### config.mk
export PLATFORM = sky130hd
export DESIGN_NAME = hstm_ctrl
export DESIGN_NICKNAME = d
export VERILOG_FILES = /design/src/hw/rtl/hstm_pkg.sv /design/src/hw/rtl/hstm_ctrl.sv
export SDC_FILE = /design/constraint.sdc
export NUM_CORES = 1
export LEC_CHECK = 0
export ABC_CLOCK_PERIOD_IN_PS = 3600
export BUFFER_PORTS_ARGS = -buffer_cell sky130_fd_sc_hd__buf_2
export CORE_AREA = 2 2 39 41
export DETAILED_ROUTE_END_ITERATION = 16
export DIE_AREA = 0 0 41 43
export PLACE_DENSITY = 0.79
export SYNTH_ARGS = -nofsm -noshare
export SYNTH_HDL_FRONTEND = slang
export SYNTH_SLANG_ARGS = --single-unit
### constraint.sdc
create_clock -name clk -period 3.6 [get_ports clk]
set_input_delay 0.36 -clock clk [delete_from_list [all_inputs] [get_ports clk]]
set_output_delay 0.36 -clock clk [all_outputs]
set_load 0.02 [all_outputs]
### src/hw/rtl/hstm_pkg.sv
// shared types, constants and codes of the hard-sphere trial move block
`default_nettype none

package hstm_pkg;

    // store geometry
    localparam int MAX_PARTICLES = 1024;
    localparam int IDX_W         = $clog2(MAX_PARTICLES);
    localparam int CNT_W         = $clog2(MAX_PARTICLES + 1);

    // field widths
    localparam int POS_W  = 24;
    localparam int VAL_W  = POS_W + 1;
    localparam int WRAP_W = POS_W + 3;
    localparam int SQ_W   = 2 * POS_W;
    localparam int SUM_W  = SQ_W + 2;

    // configuration port
    localparam int ADDR_W = 6;
    localparam int DATA_W = 64;

    // reset values of the configuration registers
    localparam logic [POS_W-1:0] BOX_RESET     = 24'd655360;
    localparam logic [SQ_W-1:0]  OVERLAP_RESET = 48'h0001_0000_0000;

    // register index, taken from paddr[5:3]
    typedef enum logic [2:0] {
        REG_BOX_X   = 3'd0,
        REG_BOX_Y   = 3'd1,
        REG_BOX_Z   = 3'd2,
        REG_COUNT   = 3'd3,
        REG_OVERLAP = 3'd4
    } reg_idx_t;

    // operation codes of an input transaction
    typedef enum logic {
        OP_LOAD = 1'b0,
        OP_MOVE = 1'b1
    } op_t;

    // status codes of a result transaction
    typedef enum logic [1:0] {
        ST_REJECT = 2'd0,
        ST_ACCEPT = 2'd1,
        ST_LOADED = 2'd2,
        ST_BAD    = 2'd3
    } status_t;

    // configuration register contents
    typedef struct packed {
        logic [POS_W-1:0] box_x;
        logic [POS_W-1:0] box_y;
        logic [POS_W-1:0] box_z;
        logic [CNT_W-1:0] particle_count;
        logic [SQ_W-1:0]  overlap_dist_sq;
    } cfg_t;

    // controller to datapath commands
    typedef struct packed {
        logic capture;
        logic load_wr;
        logic wrap_a;
        logic wrap_b;
        logic scan_en;
        logic commit;
        logic out_load;
    } cmd_t;

    // datapath to controller status
    typedef struct packed {
        logic bad;
        logic is_move;
        logic scan_last;
        logic pipe_busy;
    } sts_t;

    // controller states
    typedef enum logic [9:0] {
        S_IDLE   = 10'b00_0000_0001,
        S_DECODE = 10'b00_0000_0010,
        S_LOAD   = 10'b00_0000_0100,
        S_OWN_RD = 10'b00_0000_1000,
        S_WRAP_A = 10'b00_0001_0000,
        S_WRAP_B = 10'b00_0010_0000,
        S_SCAN   = 10'b00_0100_0000,
        S_DRAIN  = 10'b00_1000_0000,
        S_COMMIT = 10'b01_0000_0000,
        S_FINISH = 10'b10_0000_0000
    } state_t;

endpackage

`default_nettype wire

### src/hw/rtl/hstm_ctrl.sv
// sequencing state machine of the trial move block
`default_nettype none

module hstm_ctrl
    import hstm_pkg::*;
(
    input  logic clk,
    input  logic rst_n,
    input  logic in_valid,
    output logic in_stall,
    output logic out_valid,
    input  logic out_stall,
    input  sts_t sts,
    output cmd_t cmd
);

    state_t state_reg;
    state_t state_next;
    logic   out_valid_reg;
    logic   out_valid_next;

    assign in_stall  = (state_reg != S_IDLE);
    assign out_valid = out_valid_reg;

    // next state and commands
    always_comb
    begin
        state_next     = state_reg;
        out_valid_next = out_valid_reg;
        cmd            = '0;
        if (out_valid_reg && !out_stall)
        begin
            out_valid_next = 1'b0;
        end
        case (state_reg)
            S_IDLE:
            begin
                if (in_valid)
                begin
                    cmd.capture = 1'b1;
                    state_next  = S_DECODE;
                end
            end
            S_DECODE:
            begin
                if (sts.bad)
                begin
                    state_next = S_FINISH;
                end
                else if (sts.is_move)
                begin
                    state_next = S_OWN_RD;
                end
                else
                begin
                    state_next = S_LOAD;
                end
            end
            S_LOAD:
            begin
                cmd.load_wr = 1'b1;
                state_next  = S_FINISH;
            end
            S_OWN_RD:
            begin
                state_next = S_WRAP_A;
            end
            S_WRAP_A:
            begin
                cmd.wrap_a = 1'b1;
                state_next = S_WRAP_B;
            end
            S_WRAP_B:
            begin
                cmd.wrap_b = 1'b1;
                state_next = S_SCAN;
            end
            S_SCAN:
            begin
                cmd.scan_en = 1'b1;
                if (sts.scan_last)
                begin
                    state_next = S_DRAIN;
                end
            end
            S_DRAIN:
            begin
                if (!sts.pipe_busy)
                begin
                    state_next = S_COMMIT;
                end
            end
            S_COMMIT:
            begin
                cmd.commit = 1'b1;
                state_next = S_FINISH;
            end
            S_FINISH:
            begin
                // output register free or being emptied this cycle
                if (!out_valid_reg || !out_stall)
                begin
                    cmd.out_load   = 1'b1;
                    out_valid_next = 1'b1;
                    state_next     = S_IDLE;
                end
            end
            default:
            begin
                state_next = S_IDLE;
            end
        endcase
    end

    always_ff @(posedge clk or negedge rst_n)
    begin
        if (!rst_n)
        begin
            state_reg     <= S_IDLE;
            out_valid_reg <= 1'b0;
        end
        else
        begin
            state_reg     <= state_next;
            out_valid_reg <= out_valid_next;
        end
    end

endmodule

`default_nettype wire

==> run metrics <==
status finished clean; sum of negative setup slack 0 ns; CTS clk-pin slew, worst paths ~0.070 ns; clk_skew roughly 0.0044 ns; total grt overflow 0; Die Wd between 40 and 50 µm; first-pass GRT wire length ~2100 µm; CP max stage delay roughly 0.5 ns; Area contributors post-synth dfrtp_1, nand2b_1, nor2_1; worst setup path class reg -> out; worst min path class in -> reg; Worst EP required between 3 and 4 ns; row count 14; Startpoint Class flop; Starting Density 47.2%; fin crit share a little over three fifths; TritonCTS clock tree built; CP arrival approximately 1.9 ns; RePlAce Congestion around 0.84; # H-tree levels 1; slew margin rel. between 70% and 80%; PostCTS Resize Cnt 0; # Post-CTS Setup Buffers 0; DRT Pass-1 Iters 4; most frequent cells in the layout buf_2, dfrtp_1, nor2_1; Synth Instances between 60 and 70; CP Cell Sequence nor4_4 > nand2_2 > or3_4 > nor2_1 > buf_2; fin area roughly 800 µm²; largest net degree at the start of global routing 12; final wirelength roughly 1300 µm; Core Region roughly 0.0014 mm²; IO buf count 16; hpwl dp ~990 µm; LEAKAGE approximately 0.35 nW; post-synth top area share between 30% and 40%; Ant. Diodes 0; Seq/Total Area, Yosys a little over two fifths; I/O pin cnt 17; Fmax roughly 440 MHz; vias in the first global route ~530; synthesis-stage register bit count 11; post-route ant nets 0; drt via density between 5 and 6; die height between 40 and 50 µm; Bufs and invs on worst path 1; max FFs per register 10; family with the most delay on the worst path simple AND/OR/NAND/NOR gates; Mapped Nets 73; initial antenna violation count 0; Hold WS 0.249 ns; Max Cap Viol 0; Hold Fails Final Rpt 0; area post-placement 746 µm²; WL/cell around 13 µm; Num CTS Buffers 3; syn_area_per_cell 10.0 µm²; Skew-Pair Late Insertion Delay ~0.27 ns; RSZ-0062 raised after global routing false; CTS hold repair buffers 1; CP max-delay cell dfrtp_1; area leader, netlist dfrtp_1; PwrDens around 530 mW/mm²; Max Buffers Root-to-Sink 2; Setup violations, final 0; drt drc 0; Clock Sinks 11; endpoint type of the worst setup path output port; nets@finish between 90 and 100; area grow syn2layout 19.7%; commonest non-fill, non-tap cell in the layout buf_2; vias between 500 and 600; worst-margin pin slew roughly 0.43 ns; crit path max fanout 10; total die area ~0.0018 mm²; peak supply drop about 0.00034 V; post-layout min period roughly 2.3 ns; Yosys cell types 31; YS warnings 0; Tot GR Track Use between 10% and 20%; layout cell share with drive strength beyond 1 between 30 and 40%; Cell Area, Synth ~650 µm²; Clk Tree Root Cell clkbuf_4; fin. max-slew vios 0; DR iter-0 viols 6
==> logic make-up (layout without fill, tap and decap cells) <==
| family | after synthesis | count (layout) | share of synthesized area (%) |
|---|---|---|---|
| simple gates | 35 | 35 | 37.2 |
| compound gates | 14 | 14 | 15.5 |
| flops | 11 | 11 | 42.3 |
| buf+inv | 3 | 23 | 2.30 |
| xor+xnor | 2 | 2 | 2.68 |
==> per-stage QoR <==
stage	total power, mW	std cells	setup WS, ns	util, %
floorplan	0.292	65	1.57	-
global placement	0.332	96	1.65	53.9
detailed placement	0.333	96	1.63	53.9
CTS	0.418	101	1.32	56.5
global route	0.445	101	1.18	56.5
finish	0.416	101	1.32	56.5
==> final timing paths <==
kind / startpoint / endpoint / slack [ns] / cells after the start
min reg2reg: out_valid / out_valid / 0.58 / 2
max reg2reg: state_reg[8] / state_reg[6] / 1.89 / 4
max: state_reg[8] / cmd[2] / 1.32 / 5
max in group asynchronous: rst_n / state_reg[0] / 2.86 / 2
min in group asynchronous: rst_n / state_reg[8] / 0.48 / 2
min: sts[2] / state_reg[2] / 0.25 / 2
==> area by class of cell <==
cell class | count | area (µm²)
clock buffers | 4 | 26.3
fillers | 133 | 602
inverters | 2 | 7.51
multi-input cells | 51 | 362
flip-flops and latches | 11 | 277
well taps | 16 | 20.0
repair buffers | 17 | 90.1
==> worst register-to-register path: stages (launching register included) <==
cell and delay, ns:
dfrtp_1 0.50, nor4_4 0.34, nand2_2 0.15, or3_4 0.38, o32ai_2 0.25
==> report_power, final <==
group / internal (mW) / switching, mW / leakage (nW)
clock network: 0.0430 / 0.0412 / 0.0150
registers: 0.144 / 0.0242 / 0.149
logic: 0.0674 / 0.0961 / 0.186
total: 0.254 / 0.161 / 0.350
==> Yosys cell counts <==
cell type	number
a2111o_1	1
inv_1	2
xor2_1	1
dfrtp_1	10
o22ai_1	2
nand2_2	1
nor4_2	1
nand4b_1	2
or2b_1	1
nor2b_1	1
nand4_1	1
or4b_2	2
nand3b_1	2
or3_4	1
buf_4	1
nor2_1	8
o21ai_0	4
o211ai_1	1
nor3_1	1
xnor2_1	1
nor4_4	1
nand2b_1	5
nor4_1	3
o32ai_2	1
a21oi_1	3
o32ai_1	1
dfstp_2	1
nand2_1	3
nor4b_2	1
o311a_1	1
nor3b_1	1
==> metal layers <==
layer  track usage [%]  up-vias  wire (µm)
li1                  -      288          -
met1              22.8      258        547
met2              27.5       17        618
met3              3.14        5         68
met4              10.0        0         29
met5                 0        -          0
Note: power is estimated with default switching activity, not from simulation.
