<file path="src/hw/rtl/hstm_pkg.sv">
// shared types, constants and codes of the hard-sphere trial move block
`default_nettype none

package hstm_pkg;

    // store geometry
    localparam int MAX_PARTICLES = 1024;
    localparam int IDX_W         = $clog2(MAX_PARTICLES);
    localparam int CNT_W         = $clog2(MAX_PARTICLES + 1);

    // field widths
    localparam int POS_W  = 24;
    localparam int VAL_W  = POS_W + 1;
    localparam int WRAP_W = POS_W + 3;
    localparam int SQ_W   = 2 * POS_W;
    localparam int SUM_W  = SQ_W + 2;

    // configuration port
    localparam int ADDR_W = 6;
    localparam int DATA_W = 64;

    // reset values of the configuration registers
    localparam logic [POS_W-1:0] BOX_RESET     = 24'd655360;
    localparam logic [SQ_W-1:0]  OVERLAP_RESET = 48'h0001_0000_0000;

    // register index, taken from paddr[5:3]
    typedef enum logic [2:0] {
        REG_BOX_X   = 3'd0,
        REG_BOX_Y   = 3'd1,
        REG_BOX_Z   = 3'd2,
        REG_COUNT   = 3'd3,
        REG_OVERLAP = 3'd4
    } reg_idx_t;

    // operation codes of an input transaction
    typedef enum logic {
        OP_LOAD = 1'b0,
        OP_MOVE = 1'b1
    } op_t;

    // status codes of a result transaction
    typedef enum logic [1:0] {
        ST_REJECT = 2'd0,
        ST_ACCEPT = 2'd1,
        ST_LOADED = 2'd2,
        ST_BAD    = 2'd3
    } status_t;

    // configuration register contents
    typedef struct packed {
        logic [POS_W-1:0] box_x;
        logic [POS_W-1:0] box_y;
        logic [POS_W-1:0] box_z;
        logic [CNT_W-1:0] particle_count;
        logic [SQ_W-1:0]  overlap_dist_sq;
    } cfg_t;

    // controller to datapath commands
    typedef struct packed {
        logic capture;
        logic load_wr;
        logic wrap_a;
        logic wrap_b;
        logic scan_en;
        logic commit;
        logic out_load;
    } cmd_t;

    // datapath to controller status
    typedef struct packed {
        logic bad;
        logic is_move;
        logic scan_last;
        logic pipe_busy;
    } sts_t;

    // controller states
    typedef enum logic [9:0] {
        S_IDLE   = 10'b00_0000_0001,
        S_DECODE = 10'b00_0000_0010,
        S_LOAD   = 10'b00_0000_0100,
        S_OWN_RD = 10'b00_0000_1000,
        S_WRAP_A = 10'b00_0001_0000,
        S_WRAP_B = 10'b00_0010_0000,
        S_SCAN   = 10'b00_0100_0000,
        S_DRAIN  = 10'b00_1000_0000,
        S_COMMIT = 10'b01_0000_0000,
        S_FINISH = 10'b10_0000_0000
    } state_t;

endpackage

`default_nettype wire

</file>
<file path="src/hw/rtl/hstm_cfg_regs.sv">
// configuration register file behind the APB-style port
`default_nettype none

module hstm_cfg_regs
    import hstm_pkg::*;
(
    input  logic              clk,
    input  logic              rst_n,
    input  logic              psel,
    input  logic              penable,
    input  logic              pwrite,
    input  logic [ADDR_W-1:0] paddr,
    input  logic [DATA_W-1:0] pwdata,
    output logic [DATA_W-1:0] prdata,
    output logic              pready,
    output cfg_t              cfg
);

    logic     wr_en;
    reg_idx_t wr_idx;
    cfg_t     cfg_reg;
    cfg_t     cfg_next;

    assign pready = 1'b1;
    assign wr_en  = psel && penable && pwrite;
    assign wr_idx = reg_idx_t'(paddr[ADDR_W-1:3]);
    assign cfg    = cfg_reg;

    // register write decode
    always_comb
    begin
        cfg_next = cfg_reg;
        if (wr_en)
        begin
            case (wr_idx)
                REG_BOX_X:   cfg_next.box_x           = pwdata[POS_W-1:0];
                REG_BOX_Y:   cfg_next.box_y           = pwdata[POS_W-1:0];
                REG_BOX_Z:   cfg_next.box_z           = pwdata[POS_W-1:0];
                REG_COUNT:   cfg_next.particle_count  = pwdata[CNT_W-1:0];
                REG_OVERLAP: cfg_next.overlap_dist_sq = pwdata[SQ_W-1:0];
                default:     cfg_next = cfg_reg;
            endcase
        end
    end

    always_ff @(posedge clk or negedge rst_n)
    begin
        if (!rst_n)
        begin
            cfg_reg.box_x           <= BOX_RESET;
            cfg_reg.box_y           <= BOX_RESET;
            cfg_reg.box_z           <= BOX_RESET;
            cfg_reg.particle_count  <= '0;
            cfg_reg.overlap_dist_sq <= OVERLAP_RESET;
        end
        else
        begin
            cfg_reg <= cfg_next;
        end
    end

    // read back
    always_comb
    begin
        case (wr_idx)
            REG_BOX_X:   prdata = DATA_W'(cfg_reg.box_x);
            REG_BOX_Y:   prdata = DATA_W'(cfg_reg.box_y);
            REG_BOX_Z:   prdata = DATA_W'(cfg_reg.box_z);
            REG_COUNT:   prdata = DATA_W'(cfg_reg.particle_count);
            REG_OVERLAP: prdata = DATA_W'(cfg_reg.overlap_dist_sq);
            default:     prdata = '0;
        endcase
    end

endmodule

`default_nettype wire

</file>
<file path="config.mk">
export PLATFORM = sky130hd
export DESIGN_NAME = hstm_cfg_regs
export DESIGN_NICKNAME = d
export VERILOG_FILES = /design/src/hw/rtl/hstm_pkg.sv /design/src/hw/rtl/hstm_cfg_regs.sv
export SDC_FILE = /design/constraint.sdc
export NUM_CORES = 1
export LEC_CHECK = 0
export BUFFER_PORTS_ARGS = -buffer_cell sky130_fd_sc_hd__buf_2
export CAP_MARGIN = 25
export CORE_MARGIN = 3
export CORE_UTILIZATION = 51
export DETAILED_ROUTE_END_ITERATION = 12
export HOLD_SLACK_MARGIN = 0.15
export PLACE_DENSITY = 0.86
export SETUP_SLACK_MARGIN = 0.05
export SLEW_MARGIN = 40
export SYNTH_ARGS = -nofsm -noshare
export SYNTH_HDL_FRONTEND = slang
export SYNTH_SLANG_ARGS = --single-unit
</file>
<file path="constraint.sdc">
create_clock -name clk -period 1.88 [get_ports clk]
set_input_delay 0.188 -clock clk [delete_from_list [all_inputs] [get_ports clk]]
set_output_delay 0.188 -clock clk [all_outputs]
set_load 0.03 [all_outputs]
</file>
==> results.sh <==
export IMPL_status="finished clean"
export IMPL_syn_area_um2=6050
export IMPL_fin_area_um2=8480
export IMPL_place_ws_ns=0.146
export IMPL_die_area_um2=13200
export IMPL_largest_reg_flops=131
export IMPL_final_setup_tns_ns=0
export IMPL_fmax_mhz=578
export IMPL_vias_per_cell=5.39
export IMPL_endpoint_kind="primary output"
export IMPL_row_count=39
export IMPL_gp_congestion=0.852
export IMPL_cts_tree="yes"
export IMPL_cts_root_buf="clkbuf_16"
export IMPL_syn2layout_area_growth_pct=40.2
export IMPL_rsz0062_at_grt="no"
export IMPL_grt_max_degree=55
export IMPL_crit_arrival_ns=1.54
export IMPL_layout_commonest_cell="buf_2"
export IMPL_drt_initial_drc_count=274
export IMPL_clockBufferDepth=2
export IMPL_hold_viol=0
export IMPL_leakage_uw=0.00454
export IMPL_grt_overflow=0
export IMPL_yosys_register_bits=131
export IMPL_power_density_nw_per_um2=1210
export IMPL_wl_per_cell_um=19.7
export IMPL_cp_start_kind="primary input"
export IMPL_max_stage_delay_ns=0.39
export IMPL_crit_top_cell="buf_2"
export IMPL_ant_nets=0
export IMPL_ios=271
export IMPL_drcViolationCount=0
export IMPL_fp_dieW_um=115
export IMPL_dpl_cell_area_um2=7400
export IMPL_finalSetupViolCount=0
export IMPL_grt_use_total_pct=25.9
export IMPL_min_period_ns=1.73
export IMPL_syn_inst=426
export IMPL_ys_seq_area_share_pct=54.3
export IMPL_die_h_um=115
export IMPL_clkTransAtPathRegs_ns=0.06
export IMPL_rrSetupSlack_ns=1.05
export IMPL_start_util_pct=52.5
export IMPL_crit_type="in -> out"
export IMPL_clock_skew_final_ns=0
export IMPL_final_nets=794
export IMPL_port_buffers=234
export IMPL_utilization_pct=73.7
export IMPL_syn_area_per_cell_um2=14.2
export IMPL_clk_latency_ns=0.40
export IMPL_cts_buffers_inserted=17
export IMPL_setup_ws_ns=0.150
export IMPL_required_ns=1.69
export IMPL_vias=4722
export IMPL_critPathMaxFanout=22
export IMPL_synth_cell_types=21
export IMPL_cp_slowest_cell="buf_4"
export IMPL_drive_above_1_share_pct=55.6
export IMPL_totalWireLength_um=17300
export IMPL_clock_sinks=131
export IMPL_worst_pin_slew_ns=0.674
export IMPL_antenna_found_initial=0
export IMPL_stdcell_count=876
export IMPL_max_slew_margin_pct=55.0
export IMPL_rr_endpoint="cfg[29]"
export IMPL_most_common_layout_cells="233 x buf_2, 124 x dfrtp_1, 109 x mux2_2"
export IMPL_cts_max_level=4
export IMPL_cts_resized=0
export IMPL_dr_pass1_iters=7
export IMPL_dpl_cell_count=794
export IMPL_vdd_ir_drop_max_mv=0.848
export IMPL_place_hpwl_um=11300
export IMPL_yosysWarningCount=0
export IMPL_fin_crit_sh_pct=92.0
export IMPL_grt_first_pass_wirelength_um=26500
export IMPL_crit_chain="buf_2, buf_4, mux2i_1, o22ai_1, a21o_1, buf_2"
export IMPL_hp_class="in -> async"
export IMPL_maxCapViolations=0
export IMPL_ff2ff_path_depth=1
export IMPL_grt_pass1_vias=4896
export IMPL_core_um2=11500
export IMPL_r2r_start="cfg[29]"
export IMPL_drv_slew=0
-- where the power goes --
| part | internal (uW) | leakage [uW] | switching (uW) |
|---|---|---|---|
| Sequential | 3400 | 0.00166 | 451 |
| Clock | 2060 | 0.000292 | 1180 |
| Combinational | 1100 | 0.00259 | 2090 |
-- kinds of logic after synthesis --
group | count (synthesis) | synth area share [%]
AOI/OAI and AO/OA | 35 | 4.65
buffers and inverters | 43 | 5.42
DFF | 131 | 54.3
other | 2 | 0.124
muxes | 166 | 30.2
and+or+nand+nor | 49 | 5.31
-- per-layer routing --
| metal | global-route usage [%] | vias up | wire length, um |
|---|---|---|---|
| li1 | - | 2082 | - |
| met2 | 45.8 | 249 | 8990 |
| met4 | 10.7 | 0 | 456 |
| met3 | 5.84 | 40 | 1210 |
| met5 | 0 | - | 0 |
| met1 | 30.5 | 2351 | 6640 |
-- critical path, delay by kind of cell --
family,cells,cell delay [ns]
buffers and inverters,3,0.70
muxes,1,0.34
AOI/OAI and AO/OA,2,0.30
-- what timing repair did --
item / in CTS / in global routing
buffers inserted: 0 / 0
endpoints found under the hold margin: 204 / 0
hold buffers: 49 / 0
-- through the flow --
| stage | hold WS (ns) | power [uW] |
|---|---|---|
| 6_report | 0.259 | 10300 |
| 4_1_cts | 0.277 | 10300 |
| 3_5_place_dp | 0.162 | 6960 |
| 2_1_floorplan | -0.108 | 5910 |
| 3_3_place_gp | 0.155 | 6860 |
| 5_1_grt | 0.279 | 10700 |
-- layout make-up --
| cell class | instances | area, um2 |
|---|---|---|
| repair buffers | 302 | 1920 |
| diodes | 1 | 2.50 |
| flip-flops and latches | 131 | 3290 |
| multi-input cells | 267 | 2500 |
| clock buffers | 25 | 526 |
| fillers | 716 | 3030 |
| clock inverters | 7 | 68.8 |
| well taps | 143 | 179 |
-- cell usage after synthesis (all sizes together) --
library cell / number / area (um2)
nand4b: 1 / 23.8
dfstp: 7 / 184
mux2: 131 / 1480
and2: 24 / 150
nand4: 1 / 6.26
clkbuf: 5 / 18.8
dfrtp: 124 / 3100
conb: 2 / 7.51
o22ai: 11 / 68.8
nor2: 20 / 123
nand2b: 2 / 12.5
a221o: 13 / 130
buf: 38 / 309
a21o: 11 / 82.6
mux2i: 35 / 350
or2: 1 / 6.26
-- worst max path at each step --
stage              from    endpoint  slack (ns)  cells past startpoint
2_1_floorplan  paddr[3]  prdata[25]        0.47                      5
3_3_place_gp   paddr[5]  prdata[14]       -0.08                      5
3_5_place_dp   paddr[5]  prdata[15]        0.15                      5
4_1_cts        paddr[5]  prdata[17]        0.16                      5
5_1_grt         cfg[77]  prdata[18]        0.11                      4
6_report       paddr[4]   prdata[2]        0.15                      6
Power figures use the tool's default switching activity.
